--- config.mk ---
export PLATFORM = sky130hd
export DESIGN_NAME = elevator_scan_controller_unit
export DESIGN_NICKNAME = d
export VERILOG_FILES = /design/src/hdl/esc_pkg.sv /design/src/hdl/elevator_scan_controller_unit.sv
export SDC_FILE = /design/constraint.sdc
export NUM_CORES = 1
export LEC_CHECK = 0
export BUFFER_PORTS_ARGS = -buffer_cell sky130_fd_sc_hd__buf_2
export CAP_MARGIN = 15
export CORE_ASPECT_RATIO = 1.25
export CORE_MARGIN = 8
export CORE_UTILIZATION = 50
export DETAILED_ROUTE_END_ITERATION = 10
export GPL_TIMING_DRIVEN = 0
export MAX_ROUTING_LAYER = met4
export PLACE_DENSITY = 0.69
export SYNTH_ARGS = -nofsm -noshare
export SYNTH_HDL_FRONTEND = slang
export SYNTH_SLANG_ARGS = --single-unit
--- constraint.sdc ---
create_clock -name clk -period 4.9 [get_ports clk]
set_clock_uncertainty 0.2 [all_clocks]
set_input_delay 0.735 -clock clk [delete_from_list [all_inputs] [get_ports clk]]
set_output_delay 0.735 -clock clk [all_outputs]
set_load 0.01 [all_outputs]
--- src/hdl/esc_pkg.sv ---
package esc_pkg;

	localparam int FLOOR_W = 5;
	localparam int FUNC_W  = 2;
	localparam int DIR_W   = 2;
	localparam int MODE_W  = 2;
	localparam int EV_W    = 3;

	localparam int IN_DATA_W  = 8;
	localparam int OUT_DATA_W = 24;

	localparam logic [FUNC_W-1:0] FUNC_PRESS   = 2'd0;
	localparam logic [FUNC_W-1:0] FUNC_TICK    = 2'd1;
	localparam logic [FUNC_W-1:0] FUNC_SERVICE = 2'd2;
	localparam logic [FUNC_W-1:0] FUNC_UNUSED  = 2'd3;

	localparam logic [DIR_W-1:0] DIR_STOP = 2'd0;
	localparam logic [DIR_W-1:0] DIR_UP   = 2'd1;
	localparam logic [DIR_W-1:0] DIR_DOWN = 2'd2;

	localparam logic [MODE_W-1:0] MODE_FREE  = 2'd0;
	localparam logic [MODE_W-1:0] MODE_WORK  = 2'd1;
	localparam logic [MODE_W-1:0] MODE_SERVE = 2'd2;

	localparam logic [EV_W-1:0] EV_NONE    = 3'd0;
	localparam logic [EV_W-1:0] EV_GO      = 3'd1;
	localparam logic [EV_W-1:0] EV_REACHED = 3'd2;
	localparam logic [EV_W-1:0] EV_KEEP    = 3'd3;
	localparam logic [EV_W-1:0] EV_RESTART = 3'd4;

	typedef enum logic [2:0] {
		ST_IDLE,
		ST_EXEC,
		ST_CHOOSE,
		ST_SCAN,
		ST_DONE
	} esc_state_t;

endpackage

--- src/hdl/elevator_scan_controller_unit.sv ---
// Elevator controller with SCAN-style target selection.
// Input channel (s_*): one transaction per event. s_tuser carries the event kind
// (press, tick, service done), s_tdata the floor of a button press.
// Output channel (m_*): exactly one result transaction per input transaction,
// carrying cabin floor, target floor, direction, mode, event code, the cleared
// floor and the reject flag.
// A tick, a rejected press or an unused kind passes from acceptance through the
// execute and done states into the output register. A press or service done walks
// the request bitmap one floor per cycle in a single scan unit: a press scans at
// most NUM_FLOORS+1 entries (sweep ahead, then back from the cabin); a service
// restart runs a lowest-floor search and then a directed search. s_tready is high
// only while no event is in work; it rises in the same cycle as m_tvalid, so the
// next transaction can be accepted then.
// A finished result sits in the output register; the next event is accepted
// while it waits, and its result is held back until m_tready takes the first.
// Reset: no requests pending, cabin and target at floor 1, stopped, free mode,
// output empty.
module elevator_scan_controller_unit #(
	parameter int NUM_FLOORS = 16
) (
	input  logic                            clk,
	input  logic                            arst_n,
	input  logic                            s_tvalid,
	output logic                            s_tready,
	// [4:0] floor
	input  logic [esc_pkg::IN_DATA_W-1:0]   s_tdata,
	// [1:0] func
	input  logic [esc_pkg::FUNC_W-1:0]      s_tuser,
	output logic                            m_tvalid,
	input  logic                            m_tready,
	// [4:0] current_floor, [9:5] target_floor, [11:10] direction, [13:12] mode,
	// [16:14] event_res, [21:17] cleared_floor, [22] rejected
	output logic [esc_pkg::OUT_DATA_W-1:0]  m_tdata
);
	import esc_pkg::*;

	localparam int IDX_W = (NUM_FLOORS > 1) ? $clog2(NUM_FLOORS) : 1;
	localparam logic [IDX_W-1:0] LAST_IDX = IDX_W'(NUM_FLOORS - 1);

	esc_state_t state_q, state_d;

	logic [NUM_FLOORS-1:0] pend_q, pend_d;
	logic [FLOOR_W-1:0]    cabin_q, cabin_d;
	logic [FLOOR_W-1:0]    goal_q, goal_d;
	logic [DIR_W-1:0]      dir_q, dir_d;
	logic [MODE_W-1:0]     mode_q, mode_d;

	logic [FUNC_W-1:0]     func_q, func_d;
	logic [FLOOR_W-1:0]    floor_q, floor_d;
	logic [FLOOR_W-1:0]    pick_q, pick_d;
	logic                  svc_q, svc_d;     // search is the first one of a service done
	logic [IDX_W-1:0]      idx_q, idx_d;
	logic                  up_q, up_d;
	logic                  low_q, low_d;     // lowest-pending search of a stopped lift
	logic                  second_q, second_d;
	logic [EV_W-1:0]       ev_q, ev_d;
	logic [FLOOR_W-1:0]    clr_q, clr_d;
	logic                  rej_q, rej_d;

	logic                  mvalid_q, mvalid_d;
	logic [OUT_DATA_W-1:0] mdata_q, mdata_d;

	logic [IDX_W-1:0]      cab_idx;
	logic [IDX_W-1:0]      fl_idx;
	logic [FLOOR_W-1:0]    hit_floor;
	logic                  scan_end;
	logic                  floor_bad;
	logic                  fin;
	logic                  hit;

	assign cab_idx   = IDX_W'(cabin_q - 5'd1);
	assign fl_idx    = IDX_W'(floor_q - 5'd1);
	assign hit_floor = FLOOR_W'(32'(idx_q) + 32'd1);
	assign scan_end  = up_q ? (idx_q == LAST_IDX) : (idx_q == '0);
	assign floor_bad = (floor_q == '0) || (32'(floor_q) > NUM_FLOORS);

	assign s_tready = (state_q == ST_IDLE);
	assign m_tvalid = mvalid_q;
	assign m_tdata  = mdata_q;

	always_ff @(posedge clk or negedge arst_n) begin
		if (!arst_n) begin
			state_q  <= ST_IDLE;
			pend_q   <= '0;
			cabin_q  <= 5'd1;
			goal_q   <= 5'd1;
			dir_q    <= DIR_STOP;
			mode_q   <= MODE_FREE;
			svc_q    <= 1'b0;
			up_q     <= 1'b0;
			low_q    <= 1'b0;
			second_q <= 1'b0;
			mvalid_q <= 1'b0;
		end else begin
			state_q  <= state_d;
			pend_q   <= pend_d;
			cabin_q  <= cabin_d;
			goal_q   <= goal_d;
			dir_q    <= dir_d;
			mode_q   <= mode_d;
			svc_q    <= svc_d;
			up_q     <= up_d;
			low_q    <= low_d;
			second_q <= second_d;
			mvalid_q <= mvalid_d;
		end
	end

	always_ff @(posedge clk) begin
		func_q  <= func_d;
		floor_q <= floor_d;
		pick_q  <= pick_d;
		idx_q   <= idx_d;
		ev_q    <= ev_d;
		clr_q   <= clr_d;
		rej_q   <= rej_d;
		mdata_q <= mdata_d;
	end

	always_comb begin
		state_d  = state_q;
		pend_d   = pend_q;
		cabin_d  = cabin_q;
		goal_d   = goal_q;
		dir_d    = dir_q;
		mode_d   = mode_q;
		func_d   = func_q;
		floor_d  = floor_q;
		pick_d   = pick_q;
		svc_d    = svc_q;
		idx_d    = idx_q;
		up_d     = up_q;
		low_d    = low_q;
		second_d = second_q;
		ev_d     = ev_q;
		clr_d    = clr_q;
		rej_d    = rej_q;
		mvalid_d = mvalid_q;
		mdata_d  = mdata_q;
		fin      = 1'b0;
		hit      = 1'b0;

		if (mvalid_q && m_tready) begin
			mvalid_d = 1'b0;
		end

		unique case (state_q)
			ST_IDLE: begin
				if (s_tvalid) begin
					func_d  = s_tuser;
					floor_d = s_tdata[FLOOR_W-1:0];
					state_d = ST_EXEC;
				end
			end
			ST_EXEC: begin
				ev_d    = EV_NONE;
				clr_d   = '0;
				rej_d   = 1'b0;
				state_d = ST_DONE;
				unique case (func_q)
					FUNC_PRESS: begin
						if (floor_bad) begin
							rej_d = 1'b1;
						end else begin
							mode_d         = MODE_WORK;
							pend_d[fl_idx] = 1'b1;
							pick_d         = floor_q;
							svc_d          = 1'b0;
							ev_d           = EV_GO;
							state_d        = ST_CHOOSE;
						end
					end
					FUNC_TICK: begin
						if (cabin_q == goal_q) begin
							mode_d = MODE_SERVE;
							ev_d   = EV_REACHED;
						end else begin
							cabin_d = (cabin_q < goal_q) ? cabin_q + 5'd1 : cabin_q - 5'd1;
							ev_d    = EV_KEEP;
						end
					end
					FUNC_SERVICE: begin
						if (mode_q == MODE_WORK || mode_q == MODE_SERVE) begin
							dir_d           = DIR_STOP;
							mode_d          = MODE_FREE;
							pend_d[cab_idx] = 1'b0;
							clr_d           = cabin_q;
						end
						pick_d  = cabin_q;
						svc_d   = 1'b1;
						state_d = ST_CHOOSE;
					end
					default: ;
				endcase
			end
			ST_CHOOSE: begin
				second_d = 1'b0;
				state_d  = ST_SCAN;
				if (dir_q != DIR_STOP) begin
					idx_d = cab_idx;
					up_d  = (dir_q == DIR_UP);
					low_d = 1'b0;
				end else begin
					idx_d = '0;
					up_d  = 1'b1;
					low_d = 1'b1;
				end
			end
			ST_SCAN: begin
				priority if (pend_q[idx_q]) begin
					hit = 1'b1;
					fin = 1'b1;
					if (low_q) begin
						dir_d = (hit_floor > cabin_q) ? DIR_UP : DIR_DOWN;
					end
				end else if (scan_end) begin
					if (low_q || second_q) begin
						fin = 1'b1;
					end else begin
						// nothing ahead: reverse and sweep back from the cabin
						dir_d    = (dir_q == DIR_UP) ? DIR_DOWN : DIR_UP;
						second_d = 1'b1;
						idx_d    = cab_idx;
						up_d     = !up_q;
					end
				end else begin
					idx_d = up_q ? idx_q + IDX_W'(1) : idx_q - IDX_W'(1);
				end

				if (fin) begin
					if (svc_q) begin
						if (hit) begin
							// restart: behaves as a press of the found floor
							pick_d  = hit_floor;
							mode_d  = MODE_WORK;
							ev_d    = EV_RESTART;
							svc_d   = 1'b0;
							state_d = ST_CHOOSE;
						end else begin
							state_d = ST_DONE;
						end
					end else begin
						goal_d  = hit ? hit_floor : pick_q;
						state_d = ST_DONE;
					end
				end
			end
			ST_DONE: begin
				if (!mvalid_q || m_tready) begin
					mvalid_d = 1'b1;
					mdata_d  = {1'b0, rej_q, clr_q, ev_q, mode_q, dir_q, goal_q, cabin_q};
					state_d  = ST_IDLE;
				end
			end
			default: state_d = ST_IDLE;
		endcase
	end

	a_accept_exec: assert property (@(posedge clk) disable iff (!arst_n)
		s_tvalid && s_tready |=> state_q == ST_EXEC)
		else $error("accepted transaction did not start execution");

	a_scan_idx: assert property (@(posedge clk) disable iff (!arst_n)
		state_q == ST_SCAN |-> 32'(idx_q) < NUM_FLOORS)
		else $error("scan index out of floor range");

	a_cabin_range: assert property (@(posedge clk) disable iff (!arst_n)
		cabin_q >= 5'd1 && 32'(cabin_q) <= NUM_FLOORS)
		else $error("cabin floor out of range");

	a_restart_moving: assert property (@(posedge clk) disable iff (!arst_n)
		state_q == ST_DONE && ev_q == EV_RESTART |-> mode_q == MODE_WORK && dir_q != DIR_STOP)
		else $error("restart left the lift stopped or not working");

	a_out_hold: assert property (@(posedge clk) disable iff (!arst_n)
		state_q == ST_DONE && mvalid_q && !m_tready |=> state_q == ST_DONE)
		else $error("result overwrote a pending output");

endmodule

After elaboration in Yosys (flattened, before gate mapping) --
Index checks and enable logic that the tools add are counted.
Cells by class: reductions and logical operators 31, equality and inequality tests 32, add/sub/neg operators 6, bitwise gates (word level) 5, multipliers 0, shift operators 0, mux-type cells 80, magnitude comparators 8, divide/modulo/power cells 0
Operator list (number):
- two-way mux 16 bit | 2
- one-hot mux 16 bit (2 select lines) | 1
- two-way mux 1 bit | 28
- two-way mux 3 bit | 9
- two-way mux 2 bit | 13
- two-way mux 5 bit | 5
- != test 2 bit, second input constant | 12
- != test 3 bit, second input constant | 7
- two-way mux 4 bit | 5
- one-hot mux 5 bit (2 select lines) | 2
- AND 16 bit | 1
- NOT 16 bit | 1
- OR 16 bit | 1
- AND reduction 4 bit | 4
- less-than comparator 4 x 5 -> 1 bit, second input constant | 3
- one-hot mux 3 bit (5 select lines) | 1
- one-hot mux 2 bit (2 select lines) | 3
- one-hot mux 3 bit (2 select lines) | 2
- AND reduction 3 bit | 4
- demux 1 bit (select 4 bit) | 2
- >= comparator 4 x 1 -> 1 bit, second input constant | 2
- one-hot mux 1 bit (2 select lines) | 4
- one-hot mux 4 bit (2 select lines) | 1
- AND reduction 8 bit | 1
- 31 further kinds | 48
Word-level totals: memories kept 0, memory bits (read-only) 0, memory bits (writable) 0, flip-flop bits (word level) 86, input port bits 14, word-level logic and storage cells 181, output and inout bits 26, latch bits 0

Longest topological paths before layout --
word-level depth 9, mapped depth 11, gate-level depth less buffers 10

Worst setup path after synthesis --
OpenSTA, ideal clock, no wires.
kind register to register, start register idx_q[0], end register goal_q[0], cell stages (with the launch flop) 9, clock period less this slack 2.453 ns, data arrival time 2.171 ns, buffers on the path 2, setup slack 2.447 ns, library setup time 0.082 ns, cell sequence edfxtp_1 -> buf_6 -> mux4_1 -> mux2i_1 -> mux2i_1 -> or2_4 -> and3_4 -> buf_6 -> mux2_4
Between the ends: cells in the longest elaborated chain, start to end 6, elaborated cells on any way between the ends 13, classes of those cells 1 x add/sub; 1 x eq/ne; 9 x mux; 2 x reduce/logical
RTL lines:
- start: declaration | RTL line elevator_scan_controller_unit.sv:52 | logic [IDX_W-1:0] idx_q, idx_d;
- start signal: assignment | RTL line elevator_scan_controller_unit.sv:113 | idx_q <= idx_d;
- parallel branches: the longest is 6 deep, another holds binary-select mux 1 bit (select 4 bit)
- end signal: assignment | RTL line elevator_scan_controller_unit.sv:98 | goal_q <= goal_d;
- end: declaration | RTL line elevator_scan_controller_unit.sv:44 | logic [FLOOR_W-1:0] goal_q, goal_d;
Parallel ways; which one is timed is not known. The select of a mux whose other input is x is not followed. A chain may end at the register's enable or synchronous reset.

Worst setup path after layout --
start register state_q[2], end register pend_q[14]
Between the ends: cells in the longest elaborated chain, start to end 2
RTL lines:
- start: declaration | RTL line elevator_scan_controller_unit.sv:40 | esc_state_t state_q, state_d;
- start signal: assignment | RTL line elevator_scan_controller_unit.sv:95 | state_q <= state_d;
- equality test 3 x 1 -> 1 bit | RTL line elevator_scan_controller_unit.sv:147 | unique case (state_q)
- AND reduction 4 bit (no line)
- end signal: assignment | RTL line elevator_scan_controller_unit.sv:96 | pend_q <= pend_d;
- end: declaration | RTL line elevator_scan_controller_unit.sv:42 | logic [NUM_FLOORS-1:0] pend_q, pend_d;
No other way between the ends.

==> results.py <==
metrics = {
    "timing": {
        "finalHoldViolCount": 0,
        "timing.final.crit_share_pct": 60.2,
        "rsz0062_at_grt": "false",
        "finalSetupTns_ns": 0,
        "max_freq_mhz": 339,
        "worstMarginPinSlew_ns": 1.00,
        "period_minus_slack_ns": 2.95,
        "relSlewSlack_pct": 33.1,
        "slew_violations": 0,
        "hold_slack_ns": 0.226,
        "setup-violations-final": 0,
    },
    "synth": {
        "synthArstFlopShare_pct": 44.2,
        "ys_seq_area_share_pct": 55.0,
        "synth_top_area_cell": "edfxtp_1",
        "synth_compound_area_share_pct": 11.2,
        "yosysWarnings": 0,
        "synth-adder-area-share_pct": 6.49,
        "ys_top_cells_by_count": "edfxtp_1 (48), dfrtp_1 (36), o21ai_0 (35)",
        "ys_seq_elements": 86,
        "syn_area_per_cell_um2": 11.3,
        "synth_xor_area_share_pct": 3.42,
        "synth.most_common_cell": "edfxtp_1",
        "ys_types": 51,
        "synth_top_family_by_area": "simple AND/OR/NAND/NOR gates",
        "yosysTopAreaCellShare_pct": 33.1,
        "syn_inst": 385,
        "synthMuxAreaShare_pct": 7.18,
        "synth_simple_gate_area_share_pct": 12.9,
        "synthTopCellsByArea": "edfxtp_1 (33%), dfrtp_1 (21%), ha_1 (6.0%), o21ai_0 (4.0%), mux2i_1 (3.9%)",
        "synth_edf_count": 48,
        "ys.flop_type": "edfxtp_1",
        "syn_area_um2": 4360,
        "synth_nets": 421,
    },
    "die": {
        "rows": 38,
        "initial_core_util_pct": 50.9,
        "die_x_um": 99.5,
        "fp.dieH_um": 120,
        "fp.coreArea_um2": 8560,
        "num_io_pins": 40,
        "die_area_um2": 12000,
    },
    "worst_setup_path": {
        "required_ns": 4.95,
        "r2r_end": "pend_q[14]",
        "critical_path_class": "reg2reg",
        "cp-start-kind": "register",
        "rr_worst_depth": 8,
        "path_max_fanout": 10,
        "critPathCaptureType": "register",
        "crit_path_start": "state_q[2]",
        "critPathArrivalTime_ns": 3.00,
        "r2r_setup_slack_ns": 1.95,
        "worstReg2RegStart": "state_q[2]",
        "crit_end": "pend_q[14]",
    },
    "layout": {
        "ff_latch_area_um2": 2390,
        "diodes": 0,
        "drive_above_1_share_pct": 14.4,
        "multiInputGateArea_um2": 1800,
        "n_fill_cell": 752,
        "fin_nets": 467,
        "area_growth_pct": 11.0,
        "finalNonFillerCells": 536,
    },
    "global_route": {
        "grt_max_degree": 39,
        "grt_pass1_wl_um": 15600,
        "grt_use_total_pct": 17.4,
        "overflow": 0,
        "antenna_found_initial": 0,
        "grt_pass1_vias": 3099,
    },
    "route": {
        "num_vias": 3067,
        "drt_wl_total_um": 9560,
        "wire_per_inst_um": 17.8,
        "via_per_inst": 5.72,
        "drtIter0Drc": 216,
        "firstDrtPassIters": 4,
        "drc_errors": 0,
        "ant_nets": 0,
    },
    "placed_design": {
        "io_buffers": 35,
        "dp.cells": 520,
        "dp_hpwl_um": 7130,
        "place_congestion": 0.896,
    },
    "clock_tree": {
        "numCtsBuffers": 9,
        "clock_latency_ns": 0.37,
        "cts.sinks": 86,
        "cts_setup_buffers": 0,
        "clk_pin_slew_ns": 0.09,
        "clockRootBuffer": "clkbuf_8",
        "hold_buffers": 0,
        "htree_levels": 3,
        "post_cts_resized": 0,
        "cts_buffer_depth": 2,
        "cts_tree": "done",
    },
    "power": {
        "p_leak_nw": 1.99,
        "powerDensity_nw_per_um2": 605,
        "ir_drop_uv": 283,
        "total_power_mw": 2.93,
    },
    "hold_path": {
        "min_path_type": "reg2reg",
    },
    "outcome": {
        "status": "finished, final reports clean",
    },
    "flow_run": {
        "drv_cap": 0,
    },
}
critical path: stages, from the launching register on:
cell      delay (ns)
dfrtp_1         0.37
clkbuf_1        0.20
nand2b_1        0.23
nor2_1          0.68
nand2_1         0.22
nor2_1          0.39
nand2_1         0.21
o21ai_0         0.21
o21ai_0         0.12
worst min path at each step:
stage / start / to / cells past startpoint
floorplan: ev_q[0] / m_tdata[14] / 0
global placement: clr_q[2] / m_tdata[19] / 0
detailed placement: ev_q[2] / m_tdata[16] / 0
CTS: ev_q[2] / m_tdata[16] / 0
global route: rej_q / m_tdata[22] / 0
finish: ev_q[2] / m_tdata[16] / 0
flip-flops by register name (all words and copies together), names as in the netlist, 3 cells and up:
| signal | count |
|---|---|
| m_tdata | 23 |
| pend_q | 16 |
| cabin_q | 5 |
| clr_q | 5 |
| floor_q | 5 |
| goal_q | 5 |
| pick_q | 5 |
| idx_q | 4 |
| ev_q | 3 |
| state_q | 3 |
kinds of logic (layout without fill, tap and decap cells):
logic type,Yosys count,in the layout
buffers and inverters,38,89
flip-flops,86,86
AND/OR/NAND/NOR,113,113
adder cells (fa/ha/maj),22,22
XOR/XNOR,17,17
multiplexers,24,24
other,1,1
AO/OA/AOI/OAI,84,84
stage by stage:
step / utilization [%] / setup WS [ns] / cell area (um2)
after floorplan: - / 2.45 / 4360
after global placement: 54.4 / 2.03 / 4660
after detailed placement: 54.4 / 2.03 / 4660
after CTS: 56.5 / 2.00 / 4830
after global routing: 56.5 / 1.70 / 4830
final: 56.5 / 1.95 / 4830
where the power goes:
part	internal, mW	switching (mW)
logic	0.483	0.776
clock network	0.190	0.276
registers	1.05	0.150
layer usage:
layer | wire, um | share of wire, % | track usage (%) | vias up
li1 | - | - | - | 1476
met1 | 4140 | 43 | 19.7 | 1504
met2 | 4690 | 49 | 27.9 | 63
met3 | 388 | 4.1 | 3.11 | 24
met4 | 345 | 3.6 | 11.0 | 0
met5 | 0 | 0 | - | -
placed cells by master, fill, tap and decap left out, types with 5 or more instances in the layout:
master	n
a211oi_1	5
a21oi_1	21
and2_1	7
buf_2	37
clkbuf_1	13
clkbuf_8	9
dfrtp_1	36
edfxtp_1	48
ha_1	21
inv_1	20
mux2i_1	17
nand2_1	32
nand2b_1	7
nand3_1	8
nor2_1	28
nor2b_1	9
o21ai_0	35
o31ai_1	5
xnor2_1	13
area by class of cell:
type                            instances  area share [%]
Inverter                               20            1.55
Timing Repair Buffer                   35            3.62
Clock inverter                          7            1.14
Buffer                                 18            1.84
Sequential cell                        86            49.5
Multi-Input combinational cell        261            37.2
Tap cell                              100            2.59
Clock buffer                            9            2.56
Power figures use the tool's default switching activity.
